--- src/hw/rtl/exclusive_time_profiler_defines.svh ---
// assertion macros for the exclusive time profiler
`ifndef EXCLUSIVE_TIME_PROFILER_DEFINES_SVH
`define EXCLUSIVE_TIME_PROFILER_DEFINES_SVH

`ifndef SYNTH

// same-cycle implication, checked on clk with reset masking
`define ETP_ASSERT_IMP(lbl, ante, cons) \
	lbl: assert property (@(posedge clk) disable iff (!arst_n) (ante) |-> (cons)) \
		else $error("etp check failed");

// next-cycle implication, checked on clk with reset masking
`define ETP_ASSERT_NXT(lbl, ante, cons) \
	lbl: assert property (@(posedge clk) disable iff (!arst_n) (ante) |=> (cons)) \
		else $error("etp check failed");

`else

`define ETP_ASSERT_IMP(lbl, ante, cons)
`define ETP_ASSERT_NXT(lbl, ante, cons)

`endif

`endif

--- src/hw/rtl/etp_pkg.sv ---
// shared types and constants for the exclusive time profiler
package etp_pkg;

	localparam int MAX_FUNCTIONS_DEF = 256;
	localparam int STACK_DEPTH_DEF   = 64;
	localparam int TIME_BITS_DEF     = 32;

	localparam int ID_W = 8;
	localparam int TS_W = 32;
	localparam int NF_W = 9;

	localparam logic [NF_W-1:0] NF_RESET = 9'd256;

	typedef enum logic [1:0] {
		MODE_START = 2'd0,
		MODE_END   = 2'd1,
		MODE_READ  = 2'd2,
		MODE_NONE  = 2'd3
	} mode_t;

	typedef enum logic [1:0] {
		ERR_OK       = 2'd0,
		ERR_EMPTY    = 2'd1,
		ERR_OVERFLOW = 2'd2,
		ERR_RANGE    = 2'd3
	} err_t;

	typedef struct packed {
		mode_t            mode;
		logic [ID_W-1:0]  func_id;
		logic [TS_W-1:0]  timestamp;
	} cmd_t;

	typedef struct packed {
		logic             credited;
		logic [ID_W-1:0]  credited_id;
		logic [TS_W-1:0]  total_time;
		err_t             error;
	} res_t;

	typedef struct packed {
		logic id_we;
		logic rt_we;
	} stk_wr_t;

endpackage

--- src/hw/rtl/etp_stack.sv ---
// call stack memory: id and resume time per entry, per-field write enables
module etp_stack
	import etp_pkg::*;
#(
	parameter int DEPTH = STACK_DEPTH_DEF,
	parameter int TB    = TIME_BITS_DEF
) (
	input  logic                     clk,
	input  logic [$clog2(DEPTH)-1:0] raddr,
	output logic [ID_W-1:0]          rd_id,
	output logic [TB-1:0]            rd_rt,
	input  stk_wr_t                  wr,
	input  logic [$clog2(DEPTH)-1:0] waddr,
	input  logic [ID_W-1:0]          wr_id,
	input  logic [TB-1:0]            wr_rt
);

	typedef struct packed {
		logic [ID_W-1:0] id;
		logic [TB-1:0]   rt;
	} ent_t;

	ent_t mem_q [DEPTH];
	ent_t rd_q;

	always_ff @(posedge clk) begin
		if (wr.id_we) begin
			mem_q[waddr].id <= wr_id;
		end
		if (wr.rt_we) begin
			mem_q[waddr].rt <= wr_rt;
		end
	end

	always_ff @(posedge clk) begin
		rd_q <= mem_q[raddr];
	end

	assign rd_id = rd_q.id;
	assign rd_rt = rd_q.rt;

endmodule

--- config.mk ---
export PLATFORM = sky130hd
export DESIGN_NAME = etp_stack
export DESIGN_NICKNAME = d
export VERILOG_FILES = /design/src/hw/rtl/exclusive_time_profiler_defines.svh /design/src/hw/rtl/etp_pkg.sv /design/src/hw/rtl/etp_stack.sv
export SDC_FILE = /design/constraint.sdc
export NUM_CORES = 2
export LEC_CHECK = 0
export BUFFER_PORTS_ARGS = -buffer_cell sky130_fd_sc_hd__buf_2
export CORE_MARGIN = 8
export CORE_UTILIZATION = 60
export CTS_BUF_LIST = sky130_fd_sc_hd__clkbuf_2 sky130_fd_sc_hd__clkbuf_4 sky130_fd_sc_hd__clkbuf_8
export CTS_CLUSTER_DIAMETER = 150
export CTS_CLUSTER_SIZE = 10
export DETAILED_ROUTE_END_ITERATION = 7
export PLACE_DENSITY = 0.84
export SYNTH_ARGS = -nofsm -noshare
export SYNTH_HDL_FRONTEND = slang
export SYNTH_SLANG_ARGS = --single-unit
--- constraint.sdc ---
create_clock -name clk -period 5.6 [get_ports clk]
set_input_delay 1.4 -clock clk [delete_from_list [all_inputs] [get_ports clk]]
set_output_delay 1.4 -clock clk [all_outputs]
set_load 0.05 [all_outputs]
==> reports/summary.txt <==
core box area -> 163000 µm²
post-DP HPWL -> 146 mm
final hold violation count -> 0
crit path launch type -> flop
layout cells sized above 1 -> 29.5%
syn avg cell area -> 22.6 µm²
DRT antenna net count -> 0
# DRC -> 0
reg-to-reg endpoint -> rd_rt[20]
reg2reg path depth -> 5
via count -> 49200
min-delay src -> mem_q[42][27]
library cells used by synthesis -> 35
Critical Path Slowest Stage Cell -> dfxtp_1
Power Dens Cells -> 335 nW/µm²
CTS tree -> done
async set-reset flop share out of synthesis -> 0%
final worst path period share -> 62.5%
Rel. slew slack -> 9.81%
status -> complete, no violations
Clk Latency, worst-skew pair -> 1040 ps
vias in the first global route -> 50000
H-tree depth -> 5
Root Driver -> clkbuf_8
setup repair bufs after CTS -> 0
Rows -> 148
worst-case clock buffer depth -> 4
Critical path buffers and inverters -> 1
cell area after synthesis -> 98200 µm²
Hold Path Depth -> 4
die span in y -> 421 µm
number of DRC markers in iteration 0 -> 8560
worst-path fanout max -> 1
Layout Skew -> 58.7 ps
setup violators final -> 0
CP Capture Type -> output pin
Worst-path clk slew -> 70 ps
first-pass GRT wire length -> 350 mm
largest net degree at the start of global routing -> 113
register area share after synthesis -> 79.1%
EDFF count, synth -> 2560
Hold-fix buffers, CTS -> 0
CTS Sinks -> 2600
DR pass1 iterations -> 8
CP top delay family -> flip-flops
IO Pins -> 95
max_cap viols -> 0
Crit Reg-Reg Startpoint -> mem_q[15][20]
final core occ -> 66.0%
worst vdd ir -> 290 µV
antenna violations before repair -> 23
reg2reg setup slack -> 3300 ps
RSZ-0062 raised after global routing -> no
Synth Warn # -> 0
die area -> 177000 µm²
worst-path cell chain -> buf_2
commonest non-fill, non-tap cells in the layout -> edfxtp_1 (2560), mux4_2 (619), clkbuf_8 (314)
Setup CP Type -> flop to output pin
fmax -> 286 MHz
Via-to-Cell Ratio -> 7.07
syn nets -> 4397
Resize count post-CTS -> 0
clock buffer count from CTS -> 309
Buffers on Ports -> 94
hold path endpoint -> rd_rt[27]
GP Congestion -> 0.851
Syn Inst Count -> 4342
nets -> 4691
Final Critical Period -> 3500 ps
Arrival @ worst endpoint -> 2100 ps
critical path depth -> 1
synthesis-to-layout area growth -> 9.27%
most common cell after layout, fill and taps aside -> edfxtp_1
post-synthesis register bit count -> 2600
Die Span X -> 421 µm
DR WL/cell -> 34.9 µm
WP data required -> 4200 ps
Least-Margin Pin Slew -> 1350 ps
GRT Total Usage -> 27.5%
Synth Flop Type -> edfxtp_1
Setup TNS Final -> 0 ps
Leakage -> 32.8 nW
grt total ovfl -> 0
Largest stage delay, worst path -> 680 ps
max-slew violations -> 0
Worst Hold Class -> flop to flop
Min Hold Slack -> 839 ps
final wirelength -> 243 mm
Initial Util -> 60.4%
## through the flow
step	area (µm²)	std cells	worst slack, ps	total power, mW
final	107000	6952	2100	35.9
after global routing	107000	6949	2080	36.8
after CTS	107000	6940	2040	36.0
after detailed placement	102000	6500	1320	24.1
after global placement	102000	6500	1350	24.0
after floorplan	98200	4342	1380	23.1
## layer usage
metal / track usage, % / up-vias / share of wire, %
li1: - / 19000 / -
met2: 42.8 / 4318 / 47
met1: 37.6 / 25100 / 34
met3: 7.18 / 706 / 14
met5: 0 / - / 0.024
met4: 11.4 / 8 / 4.9
## sequential cells by signal, indices dropped and copies added (netlist names)
register,cells
mem_q,2560
rd_id,8
rd_rt,32
## power by group
part | total, mW | leakage, nW | switching [mW] | internal, mW
sequential | 21.6 | 23.4 | 0.100 | 21.5
clock | 12.2 | 2.82 | 6.29 | 5.91
combinational | 2.09 | 6.57 | 1.43 | 0.657
total | 35.9 | 32.8 | 7.83 | 28.1
## cells in the mapped netlist (2+ instances only)
| library cell | number | area [µm²] |
|---|---|---|
| a211oi_1 | 46 | 345 |
| a21oi_1 | 2 | 10.0 |
| a22oi_1 | 74 | 556 |
| and2_1 | 21 | 131 |
| and3_1 | 36 | 225 |
| buf_1 | 21 | 78.8 |
| buf_2 | 68 | 340 |
| buf_4 | 32 | 240 |
| buf_6 | 18 | 203 |
| clkbuf_1 | 118 | 443 |
| dfxtp_1 | 40 | 801 |
| edfxtp_1 | 2560 | 76900 |
| mux2_2 | 33 | 372 |
| mux2i_1 | 12 | 120 |
| mux4_2 | 619 | 13900 |
| nand2_1 | 94 | 353 |
| nand2b_1 | 10 | 62.6 |
| nand3_1 | 84 | 420 |
| nand3b_1 | 3 | 22.5 |
| nand4_1 | 76 | 475 |
| nor2_1 | 143 | 537 |
| nor2b_1 | 34 | 213 |
| nor3_1 | 5 | 25.0 |
| o21ai_0 | 11 | 55.1 |
| o221ai_1 | 75 | 657 |
| o22ai_1 | 88 | 551 |
| o31ai_1 | 5 | 37.5 |
| o32ai_1 | 3 | 26.3 |
| or2_2 | 3 | 18.8 |
| or3_1 | 3 | 18.8 |
## final cells by class
class,count,area (µm²)
well taps,2175,2720
repair buffers,240,1870
diodes,12,30.0
multi-input cells,1484,19700
flip-flops and latches,2600,77700
clock inverters,5,38.8
inverters,1,3.75
fillers,9424,55300
clock buffers,435,5230
## worst max-delay path by stage
stage / start / endpoint
3_3_place_gp: raddr[3] / rd_rt[13]
4_1_cts: rd_rt[3] / rd_rt[3]
2_1_floorplan: waddr[1] / mem_q[26][0]
6_report: rd_rt[3] / rd_rt[3]
5_1_grt: rd_rt[3] / rd_rt[3]
3_5_place_dp: raddr[3] / rd_rt[19]
## logic make-up after synthesis
| kind of cell | Yosys count | synth area share (%) |
|---|---|---|
| DFF | 2600 | 79.1 |
| muxes | 664 | 14.7 |
| and+or+nand+nor | 514 | 2.57 |
| AOI/OAI and AO/OA | 306 | 2.29 |
| buffers and inverters | 258 | 1.33 |
(Power assumes the default switching activity.)
